`config.mk`:
```
export PLATFORM = sky130hd
export DESIGN_NAME = png_chunk_extractor
export DESIGN_NICKNAME = d
export VERILOG_FILES = /design/src/hdl/pce_pkg.sv /design/src/hdl/png_chunk_extractor.sv /design/src/hdl/pce_parser.sv /design/src/hdl/pce_queue.sv
export SDC_FILE = /design/constraint.sdc
export NUM_CORES = 1
export LEC_CHECK = 0
export ABC_AREA = 1
export BUFFER_PORTS_ARGS = -buffer_cell sky130_fd_sc_hd__clkbuf_2
export CAP_MARGIN = 20
export CORE_MARGIN = 3
export CORE_UTILIZATION = 50
export DETAILED_ROUTE_END_ITERATION = 6
export PLACE_DENSITY = 0.65
export SETUP_SLACK_MARGIN = 0.3
export SLEW_MARGIN = 10
export SYNTH_ARGS = -nofsm -noshare
export SYNTH_HDL_FRONTEND = slang
export SYNTH_SLANG_ARGS = --single-unit
export TNS_END_PERCENT = 30
```
`constraint.sdc`:
```
create_clock -name i_clk -period 4.4 [get_ports i_clk]
set_clock_uncertainty 0.15 [all_clocks]
set_input_delay 0.22 -clock i_clk [delete_from_list [all_inputs] [get_ports i_clk]]
set_output_delay 0.22 -clock i_clk [all_outputs]
set_load 0.01 [all_outputs]
```
`src/hdl/pce_pkg.sv`:
```
// Shared types and constants for the PNG chunk extractor.
// No dependencies; used by every module under hdl/.
package pce_pkg;

    localparam logic [31:0] TYPE_RESET = 32'h6C6F4C4F;
    localparam logic [32:0] SKIP_TAIL  = 33'd4;
    localparam int          SIG_LEN    = 8;

    localparam logic [7:0] SIG_BYTES [SIG_LEN] = '{
        8'h89, 8'h50, 8'h4E, 8'h47, 8'h0D, 8'h0A, 8'h1A, 8'h0A
    };

    typedef enum logic [2:0] {
        PH_SIG  = 3'd0,
        PH_BAD  = 3'd1,
        PH_LEN  = 3'd2,
        PH_TYPE = 3'd3,
        PH_SKIP = 3'd4,
        PH_EMIT = 3'd5,
        PH_DONE = 3'd6
    } t_phase;

    typedef enum logic [2:0] {
        ST_DATA     = 3'd0,
        ST_BADSIG   = 3'd1,
        ST_NOTFOUND = 3'd2,
        ST_TRUNC    = 3'd3,
        ST_EMPTY    = 3'd4
    } t_status;

    typedef struct packed {
        logic [7:0] payload_byte;
        logic       final_flag;
        t_status    status;
    } t_result;

endpackage

```
`src/hdl/png_chunk_extractor.sv`:
```
// Top level of the PNG chunk extractor: parser front end plus result queue.
// Depends on pce_pkg, pce_parser and pce_queue.
//
// Takes one file byte per cycle (a transfer on the input channel) while the result queue
// is not full, and emits the data bytes of the first chunk whose type matches wanted_type,
// or one status result at end of file or when that chunk is empty. The parser handles each
// byte combinationally; a result it produces is registered into a QUEUE_DEPTH-entry queue
// and shown from there, so input keeps flowing while the output side is stalled, until the
// queue fills. Write wanted_type only while the block is idle; its reset value is "loLO".
module png_chunk_extractor #(
    parameter int QUEUE_DEPTH = 4
) (
    input  logic        i_clk,
    input  logic        i_rst_n,
    input  logic        i_in_valid,
    output logic        o_in_stall,
    input  logic [7:0]  i_file_byte,
    input  logic        i_end_of_file,
    output logic        o_out_valid,
    input  logic        i_out_stall,
    output logic [7:0]  o_payload_byte,
    output logic        o_final_flag,
    output logic [2:0]  o_status,
    input  logic        i_cfg_valid,
    output logic        o_cfg_ready,
    input  logic [31:0] i_cfg_data
);

    logic             accept;
    logic             res_valid;
    logic             queue_full;
    pce_pkg::t_result res;
    pce_pkg::t_result out_res;

    assign o_cfg_ready = 1'b1;
    assign o_in_stall  = queue_full;
    assign accept      = i_in_valid && !queue_full;

    pce_parser u_parser (
        .i_clk         (i_clk),
        .i_rst_n       (i_rst_n),
        .i_accept      (accept),
        .i_file_byte   (i_file_byte),
        .i_end_of_file (i_end_of_file),
        .i_cfg_write   (i_cfg_valid && o_cfg_ready),
        .i_cfg_data    (i_cfg_data),
        .o_res_valid   (res_valid),
        .o_res         (res)
    );

    pce_queue #(
        .DEPTH (QUEUE_DEPTH)
    ) u_queue (
        .i_clk   (i_clk),
        .i_rst_n (i_rst_n),
        .i_push  (res_valid),
        .i_data  (res),
        .o_full  (queue_full),
        .o_valid (o_out_valid),
        .i_stall (i_out_stall),
        .o_data  (out_res)
    );

    assign o_payload_byte = out_res.payload_byte;
    assign o_final_flag   = out_res.final_flag;
    assign o_status       = out_res.status;

    // queue is empty right after reset
    a_reset_empty: assert property (@(posedge i_clk) !i_rst_n |=> !o_out_valid)
        else $error("output valid right after reset");

    // status results carry a zero payload
    a_status_payload: assert property (@(posedge i_clk) disable iff (!i_rst_n)
        (o_out_valid && o_status != pce_pkg::ST_DATA) |-> (o_payload_byte == 8'd0))
        else $error("status result with nonzero payload");

    // every status result is marked final
    a_status_final: assert property (@(posedge i_clk) disable iff (!i_rst_n)
        (o_out_valid && o_status != pce_pkg::ST_DATA) |-> o_final_flag)
        else $error("status result not marked final");

    // a transfer on a full queue would drop a result
    a_no_overflow: assert property (@(posedge i_clk) disable iff (!i_rst_n)
        queue_full |-> !accept)
        else $error("byte accepted while queue full");

endmodule

```
`src/hdl/pce_parser.sv`:
```
// Front end: signature check and chunk walk, one byte per transfer.
// Holds the wanted_type register. Depends on pce_pkg.
module pce_parser (
    input  logic             i_clk,
    input  logic             i_rst_n,
    input  logic             i_accept,
    input  logic [7:0]       i_file_byte,
    input  logic             i_end_of_file,
    input  logic             i_cfg_write,
    input  logic [31:0]      i_cfg_data,
    output logic             o_res_valid,
    output pce_pkg::t_result o_res
);

    pce_pkg::t_phase r_phase, n_phase;
    logic [2:0]      r_count, n_count;
    logic [31:0]     r_length, n_length;
    logic [31:0]     r_type, n_type;
    logic [32:0]     r_left, n_left;
    logic [31:0]     r_wanted;

    logic [31:0] type_next;
    logic [32:0] left_dec;

    always_ff @(posedge i_clk) begin
        if (!i_rst_n) begin
            r_phase  <= pce_pkg::PH_SIG;
            r_count  <= '0;
            r_length <= '0;
            r_type   <= '0;
            r_left   <= '0;
            r_wanted <= pce_pkg::TYPE_RESET;
        end else begin
            r_phase  <= n_phase;
            r_count  <= n_count;
            r_length <= n_length;
            r_type   <= n_type;
            r_left   <= n_left;
            if (i_cfg_write) begin
                r_wanted <= i_cfg_data;
            end
        end
    end

    always_comb begin
        n_phase     = r_phase;
        n_count     = r_count;
        n_length    = r_length;
        n_type      = r_type;
        n_left      = r_left;
        o_res_valid = 1'b0;
        o_res       = '{payload_byte: 8'd0, final_flag: 1'b0, status: pce_pkg::ST_DATA};
        type_next   = {r_type[23:0], i_file_byte};
        left_dec    = (r_left != '0) ? r_left - 33'd1 : r_left;

        if (i_accept) begin
            case (r_phase)
                pce_pkg::PH_SIG: begin
                    if (i_file_byte != pce_pkg::SIG_BYTES[r_count]) begin
                        n_phase = pce_pkg::PH_BAD;
                    end else if (r_count == 3'(pce_pkg::SIG_LEN - 1)) begin
                        n_phase = pce_pkg::PH_LEN;
                        n_count = '0;
                    end else begin
                        n_count = r_count + 3'd1;
                    end
                end
                pce_pkg::PH_LEN: begin
                    n_length = {r_length[23:0], i_file_byte};
                    if (r_count == 3'd3) begin
                        n_phase = pce_pkg::PH_TYPE;
                        n_count = '0;
                    end else begin
                        n_count = r_count + 3'd1;
                    end
                end
                pce_pkg::PH_TYPE: begin
                    n_type = type_next;
                    if (r_count == 3'd3) begin
                        n_count = '0;
                        if (type_next == r_wanted) begin
                            if (r_length == '0) begin
                                o_res_valid = 1'b1;
                                o_res.final_flag = 1'b1;
                                o_res.status = pce_pkg::ST_EMPTY;
                                n_phase = pce_pkg::PH_DONE;
                            end else begin
                                n_left  = {1'b0, r_length};
                                n_phase = pce_pkg::PH_EMIT;
                            end
                        end else begin
                            n_left  = {1'b0, r_length} + pce_pkg::SKIP_TAIL;
                            n_phase = pce_pkg::PH_SKIP;
                        end
                    end else begin
                        n_count = r_count + 3'd1;
                    end
                end
                pce_pkg::PH_SKIP: begin
                    n_left = left_dec;
                    if (left_dec == '0) begin
                        n_phase  = pce_pkg::PH_LEN;
                        n_count  = '0;
                        n_length = '0;
                        n_type   = '0;
                    end
                end
                pce_pkg::PH_EMIT: begin
                    n_left = left_dec;
                    if (left_dec == '0) begin
                        o_res_valid = 1'b1;
                        o_res.payload_byte = i_file_byte;
                        o_res.final_flag = 1'b1;
                        n_phase = pce_pkg::PH_DONE;
                    end else if (!i_end_of_file) begin
                        o_res_valid = 1'b1;
                        o_res.payload_byte = i_file_byte;
                    end
                end
                default: begin
                end
            endcase

            if (i_end_of_file) begin
                // a status result only where this byte gave none
                if (!o_res_valid) begin
                    case (n_phase)
                        pce_pkg::PH_SIG, pce_pkg::PH_BAD: begin
                            o_res_valid = 1'b1;
                            o_res = '{payload_byte: 8'd0, final_flag: 1'b1,
                                      status: pce_pkg::ST_BADSIG};
                        end
                        pce_pkg::PH_LEN, pce_pkg::PH_TYPE, pce_pkg::PH_SKIP: begin
                            o_res_valid = 1'b1;
                            o_res = '{payload_byte: 8'd0, final_flag: 1'b1,
                                      status: pce_pkg::ST_NOTFOUND};
                        end
                        pce_pkg::PH_EMIT: begin
                            o_res_valid = 1'b1;
                            o_res = '{payload_byte: 8'd0, final_flag: 1'b1,
                                      status: pce_pkg::ST_TRUNC};
                        end
                        default: begin
                        end
                    endcase
                end
                n_phase  = pce_pkg::PH_SIG;
                n_count  = '0;
                n_length = '0;
                n_type   = '0;
                n_left   = '0;
            end
        end
    end

endmodule

```
`src/hdl/pce_queue.sv`:
```
// Back end: short result queue that drives the output channel.
// Depends on pce_pkg for the result type.
module pce_queue #(
    parameter int DEPTH = 4
) (
    input  logic             i_clk,
    input  logic             i_rst_n,
    input  logic             i_push,
    input  pce_pkg::t_result i_data,
    output logic             o_full,
    output logic             o_valid,
    input  logic             i_stall,
    output pce_pkg::t_result o_data
);

    localparam int PW = (DEPTH > 1) ? $clog2(DEPTH) : 1;
    localparam int CW = $clog2(DEPTH + 1);

    pce_pkg::t_result r_mem [DEPTH];
    logic [PW-1:0]    r_wr_ptr, r_rd_ptr;
    logic [CW-1:0]    r_count;

    logic pop;
    assign pop     = (r_count != '0) && !i_stall;
    assign o_valid = (r_count != '0);
    assign o_full  = (r_count == CW'(DEPTH));
    assign o_data  = r_mem[r_rd_ptr];

    always_ff @(posedge i_clk) begin
        if (i_push) begin
            r_mem[r_wr_ptr] <= i_data;
        end
    end

    always_ff @(posedge i_clk) begin
        if (!i_rst_n) begin
            r_wr_ptr <= '0;
            r_rd_ptr <= '0;
            r_count  <= '0;
        end else begin
            if (i_push) begin
                r_wr_ptr <= (r_wr_ptr == PW'(DEPTH - 1)) ? '0 : r_wr_ptr + PW'(1);
            end
            if (pop) begin
                r_rd_ptr <= (r_rd_ptr == PW'(DEPTH - 1)) ? '0 : r_rd_ptr + PW'(1);
            end
            case ({i_push, pop})
                2'b10:   r_count <= r_count + CW'(1);
                2'b01:   r_count <= r_count - CW'(1);
                default: r_count <= r_count;
            endcase
        end
    end

endmodule
```
==> metrics.txt, run 1 <==
root buffer cell clkbuf_16; leading cell type in the layout, fill and taps excluded nand2_1; slowest stage delay, CP 0.37 ns; Post-synth EDFFs 48; synth top area cells dfxtp_1 25%, nand2_1 13%, edfxtp_1 13%; share of layout cells above drive strength 1 0.0817; via count 10,629; Main synth FF type dfxtp_1; Worst Hold Class input port to register; Critical R2R Capture u_queue.r_count[2]$_SDFFE_PN0P_; distinct cell type count after synthesis 42; Hold Fails Final Rpt 0; Max Cap Viol 0; clk buf depth 2; CP Cell Sequence inv_1 -> ha_4 -> nand2_2 -> nor2_2 -> nand3_1 -> xnor2_1 -> o21ai_0 -> nand3_1 -> nor2_1 -> nand4_1 -> nand3_1 -> nand2_1 -> nand2_1 -> nand2_2 -> ha_1 -> inv_1 -> fa_1 -> a21oi_1 -> o21ai_0 -> o21ai_0 -> a21oi_1; Final min period 3.75 ns; DRC viols 0; cells after synthesis 1,621; number of global-route vias before repair 9,911; ANT cells 0; Hold Slack 0.0337 ns; Congestion Overflow GR 0; Post-Syn Area 10,900 µm²; relative slew slack 0.351; IO Port Bufs 59; initial antenna violation count 0; syn avg cell area 6.74 µm²; start of the worst register-to-register path u_parser.r_left[0]$_SDFFE_PN0P_; # setup viols final 0; Max FO, Critical Path 6; maximum VDD drop 261 µV; crit path launch type register; RSZ-0062 raised after global routing no; Synth warnings 0; via/cell ratio 5.41; Buffers & Inverters on Critical Path 2; first-pass detailed-route iteration total 5; Worst Max-Slew Pin Slew 0.971 ns; crit path DAT 3.94 ns; post-synthesis register bit count 184; Clock Sinks 184; critical path's top delay family simple AND/OR/NAND/NOR gates; core area 21,200 µm²; post-synth top area cell dfxtp_1; Worst Path Required 4.59 ns; cell count of the worst reg-to-reg path 21; num ports 61; H-Tree Depth 4; HPWL after DPL 23,100 µm; Layout area overhead 13.3%; crit end category register; setup bufs post-CTS 0; post-synthesis sequential area ratio 0.381; top cell type's share of synthesized area 0.249; Nets 1,741; largest net degree at the start of global routing 64; CTS buffer count 17; initial core utilization 0.515; CP Class register to register; P_leak 5.48 nW; TritonCTS clock tree built; Die Height 154 µm; Placement Rows 53; die area 23,700 µm²; R2R setup slack 0.65 ns; first-pass GRT wire length 51,800 µm; GR Util All Layers 0.268; status finished clean; Total Power Consumption 5.48 mW; Final Wtd Congestion 0.976; slowest stage cell, crit path fa_1; Die Wd 154 µm; power density over cell area 443 nW/µm²; ys async rst share 0; Tcrit/Tclk final 0.852; syn nets 1,685; routed length per placed instance 16.2 µm; Setup TNS 0 ns; WL final 31,800 µm; Fmax achieved 267 MHz; hold path start i_out_stall; Clock transition at path regs 0.09 ns; hold worst-path end u_queue.r_rd_ptr[1]$_SDFFE_PN0P_; antenna viol nets, final 0; worst skew pair latency 0.45 ns; initial DRC count 920; commonest cells after routing, fill and taps aside 389 x nand2_1, 318 x nor2_1, 143 x inv_1; final slew viol count 0; worst hold stages 3
synthesized netlist by cell type, types with 2 or more instances:
cell,instances
nand2_1,390
nor2_1,321
inv_1,143
dfxtp_1,136
o21ai_0,91
a21oi_1,69
nand3_1,64
clkbuf_1,54
edfxtp_1,48
nand4_1,46
xor2_1,45
nor3_1,34
o21ai_1,34
a22oi_1,23
xnor2_1,19
ha_1,17
o22ai_1,14
nor4_1,13
buf_2,6
buf_6,6
nor2_2,6
nand2_2,5
nand3b_1,4
a31oi_1,3
nor2_4,3
o211ai_1,3
o21ai_2,3
a211oi_1,2
a32oi_1,2
buf_4,2
nand3_2,2
nor3b_1,2
or2_2,2
routing by layer:
| metal | GRT usage | wire length [µm] | vias to the layer above | share of wire |
|---|---|---|---|---|
| li1 | - | - | 5398 | - |
| met1 | 0.401 | 15500 | 4866 | 0.49 |
| met2 | 0.419 | 14200 | 336 | 0.45 |
| met3 | 0.0290 | 1760 | 29 | 0.055 |
| met4 | 0.0585 | 337 | 0 | 0.011 |
| met5 | 0 | 0 | - | 0 |
sequential cells by signal (all words and copies together), names as in the netlist, named ones only:
register	cells
u_parser.r_wanted	32
u_queue.r_count	3
u_parser.r_left	33
u_parser.r_length	32
u_parser.r_phase	3
u_parser.r_count	3
u_queue.r_wr_ptr	2
u_queue.r_rd_ptr	2
u_queue.r_mem	48
u_parser.r_type	24
how the worst max path moves through the flow:
stage,from,to,slack [ns],depth (start not counted)
after floorplan,u_parser.r_left[0]$_SDFFE_PN0P_,u_queue.r_count[2]$_SDFFE_PN0P_,1.21,22
after global placement,u_parser.r_left[0]$_SDFFE_PN0P_,u_queue.r_count[2]$_SDFFE_PN0P_,0.34,22
after detailed placement,u_parser.r_left[0]$_SDFFE_PN0P_,u_queue.r_count[2]$_SDFFE_PN0P_,0.37,22
after CTS,u_parser.r_left[0]$_SDFFE_PN0P_,u_queue.r_count[2]$_SDFFE_PN0P_,0.36,22
after global routing,u_parser.r_left[11]$_SDFFE_PN0P_,u_queue.r_count[2]$_SDFFE_PN0P_,0.32,23
final,u_parser.r_left[0]$_SDFFE_PN0P_,u_queue.r_count[2]$_SDFFE_PN0P_,0.65,21
worst register-to-register path: cells and delay by family, from the launching register on:
kind	cells	cell delay (ns)
and+or+nand+nor	10	1.26
buffers and inverters	2	0.23
xor gates and xnor gates	1	0.33
AOI/OAI and AO/OA	5	0.60
DFF	1	0.33
adders and majority gates	3	0.74
repair_timing:
action	CTS	global route
hold buffers	32	0
endpoints found under the setup margin	0	3
gates resized for setup	0	9
endpoints found under the hold margin	32	0
power by group:
part | switching (mW) | internal [mW] | leakage, nW
combinational | 1.18 | 0.585 | 3.62
clock | 0.842 | 0.855 | 0.314
sequential | 0.148 | 1.87 | 1.55
total | 2.17 | 3.31 | 5.48
area by class of cell:
class / count / area (µm²)
clock buffer: 17 / 425
clock inverter: 15 / 218
timing repair buffer: 105 / 733
tap: 275 / 344
sequential: 184 / 4160
fill: 2128 / 8840
inverter: 144 / 541
multi-input combinational: 1225 / 5950
per-stage QoR:
| stage | setup WS [ns] | std cells | instance area, µm² | util |
|---|---|---|---|---|
| 4_1_cts | 0.361 | 1965 | 12300 | 0.581 |
| 5_1_grt | 0.322 | 1965 | 12400 | 0.583 |
| 3_5_place_dp | 0.373 | 1901 | 11400 | 0.536 |
| 6_report | 0.651 | 1965 | 12400 | 0.583 |
| 2_1_floorplan | 1.21 | 1621 | 10900 | - |
| 3_3_place_gp | 0.341 | 1901 | 11400 | 0.536 |
cell families after synthesis:
| family | after synthesis | synth area share |
|---|---|---|
| flip-flops | 184 | 0.381 |
| XOR/XNOR | 64 | 0.0513 |
| adder cells (fa/ha/maj) | 18 | 0.0213 |
| buffers and inverters | 212 | 0.0783 |
| AO/OA/AOI/OAI | 245 | 0.123 |
| other | 1 | 0.000343 |
| AND/OR/NAND/NOR | 897 | 0.345 |
No activity file was read; power rests on OpenSTA's default activity.
==> run 2, diff against run 1 <==
Settings changed: CTS_CLUSTER_DIAMETER set to 50.
Clock period 4.4 ns to 4.75 ns, I/O delays scaled along.
==> run 2 against run 1 <==
  * Via count increased by 0.22%
  * Routed wire length shrank 1.4%
  * Global-route usage fell by 0.29 points
  * The run now ends with design-rule violations left
  * Largest cell class unchanged
  * Final cell count is essentially flat
  * Worst setup slack improved by 0.17 ns
==> metrics.txt, run 2 (same netlist as run 1, synthesis figures left out) <==
Worst Path Required 4.94 ns (was 4.59 ns); Clock transition at path regs 0.08 ns (was 0.09 ns); commonest cells after routing, fill and taps aside 390 x nand2_1, 321 x nor2_1, 143 x inv_1 (was 389 x nand2_1, 318 x nor2_1, 143 x inv_1); antenna viol nets, final 0 (unchanged); power density over cell area 404 nW/µm² (was 443 nW/µm²); clk buf depth 2 (unchanged); maximum VDD drop 237 µV (was 261 µV); CTS buffer count 17 (unchanged); routed length per placed instance 16.0 µm (was 16.2 µm); Final Wtd Congestion 1.02 (was 0.976); initial core utilization 0.515 (unchanged); ANT cells 0 (unchanged); largest net degree at the start of global routing 64 (unchanged); P_leak 5.44 nW (was 5.48 nW); first-pass detailed-route iteration total 7 (was 5); Hold Slack 0.0683 ns (was 0.0337 ns); core area 21,200 µm² (unchanged); Fmax achieved 255 MHz (was 267 MHz); initial DRC count 936 (was 920); worst skew pair latency 0.45 ns (about the same); Worst Max-Slew Pin Slew 1.03 ns (was 0.971 ns); Worst Hold Class input port to register (unchanged); H-Tree Depth 4 (unchanged); Die Height 154 µm (unchanged); Setup TNS 0 ns (unchanged); relative slew slack 0.311 (was 0.351); Clock Sinks 184 (unchanged); Max FO, Critical Path 6 (unchanged); WL final 31,300 µm (was 31,800 µm); Final min period 3.93 ns (was 3.75 ns); crit path launch type register (unchanged); post-cts sizing count 0 (unchanged); final slew viol count 0 (unchanged); Max Cap Viol 0 (unchanged); Tcrit/Tclk final 0.827 (was 0.852); Congestion Overflow GR 0 (unchanged); HPWL after DPL 23,000 µm (was 23,100 µm); IO Port Bufs 59 (unchanged); crit path DAT 4.12 ns (was 3.94 ns); violated checks design-rule violations; setup bufs post-CTS 0 (unchanged); via/cell ratio 5.42 (was 5.41); leading cell type in the layout, fill and taps excluded nand2_1 (unchanged); DRC viols 1 (was 0); Hold Fails Final Rpt 0 (unchanged); number of global-route vias before repair 9,863 (was 9,911); filler cell count 2,088 (was 2,128); status finished with violations (was finished clean); Biggest register u_queue.r_mem (unchanged); Die Wd 154 µm (unchanged); root buffer cell clkbuf_16 (unchanged); initial antenna violation count 0 (unchanged); R2R setup slack 0.82 ns (was 0.65 ns); # setup viols final 0 (unchanged); GR Util All Layers 0.265 (was 0.268); Placement Rows 53 (unchanged); Layout area overhead 12.4% (was 13.3%); CP Class register to register (unchanged); RSZ-0062 raised after global routing no (unchanged); die area 23,700 µm² (unchanged); max FFs per register 48 (unchanged); TritonCTS clock tree built (unchanged); share of layout cells above drive strength 1 0.0776 (was 0.0817); via count 10,652 (was 10,629); Nets 1,740 (was 1,741); Top Registers u_queue.r_mem: 48 flops, u_parser.r_left: 33 flops (unchanged); num ports 61 (unchanged); crit end category register (unchanged); first-pass GRT wire length 51,200 µm (was 51,800 µm)
run 2: changes by cell type in the layout (fill, tap and decap cells not counted), moves of 2 or more:
cell	previous run	this run
clkinv_8	1	3
inv_12	6	3
nor2_2	8	6
nor2_1	318	321
run 2: metrics by stage:
stage                     total power, mW  utilization  setup WS, ns  instance area (µm²)  instances
after floorplan                      3.04            -          1.56                10900       1621
after global placement               3.46        0.535         0.781                11300       1900
after detailed placement             3.46        0.535         0.909                11300       1900
after CTS                            4.96        0.579         0.876                12300       1964
after global routing                 5.25        0.579         0.549                12300       1964
final                                4.96        0.579         0.822                12300       1964
run 2: critical path: stages, from the launching register on:
cell,delay (ns)
dfxtp_1,0.33
inv_1,0.11
ha_1,0.28
nand2_1,0.18
nor2_1,0.43
nand3_1,0.18
xnor2_1,0.29
o21ai_0,0.13
nand3_1,0.11
nor2_1,0.07
nand4_1,0.11
nand3_1,0.11
nand2_1,0.07
nand2_1,0.08
nand2_2,0.12
ha_1,0.17
inv_1,0.07
fa_1,0.37
a21oi_1,0.14
o21ai_0,0.11
o21ai_0,0.15
a21oi_1,0.05
run 2: routing by layer:
layer | vias up | track usage | part of all wire
met2 | 295 | 0.408 | 0.44
met4 | 0 | 0.0719 | 0.022
met3 | 53 | 0.0394 | 0.056
li1 | 5406 | - | -
met5 | - | 0 | 0
met1 | 4898 | 0.390 | 0.48
run 2: where the power goes:
part | leakage [nW] | internal (mW) | switching [mW]
Clock | 0.296 | 0.726 | 0.763
Combinational | 3.60 | 0.531 | 1.08
Sequential | 1.55 | 1.73 | 0.136
Total | 5.44 | 2.99 | 1.98
run 2: layout make-up:
cell class                 count  area [µm²]  area share
timing repair buffer         104         713      0.0581
clock buffer                  17         425      0.0346
multi-input combinational   1225        5910       0.481
tap                          275         344      0.0280
clock inverter                15         185      0.0151
inverter                     144         541      0.0440
sequential                   184        4160       0.339
run 2: worst paths after layout:
kind	from	cells after the start	to
max reg2reg	u_parser.r_left[0]$_SDFFE_PN0P_	21	u_queue.r_count[2]$_SDFFE_PN0P_
min reg2reg	u_parser.r_wanted[26]$_SDFFE_PN1P_	2	u_parser.r_wanted[26]$_SDFFE_PN1P_
min	i_out_stall	3	u_queue.r_rd_ptr[1]$_SDFFE_PN0P_
max	u_parser.r_left[0]$_SDFFE_PN0P_	21	u_queue.r_count[2]$_SDFFE_PN0P_
run 2: repair_timing:
item,4_1_cts,5_1_grt
hold endpoints to repair,32,0
endpoints found under the setup margin,0,0
hold buffers,32,0
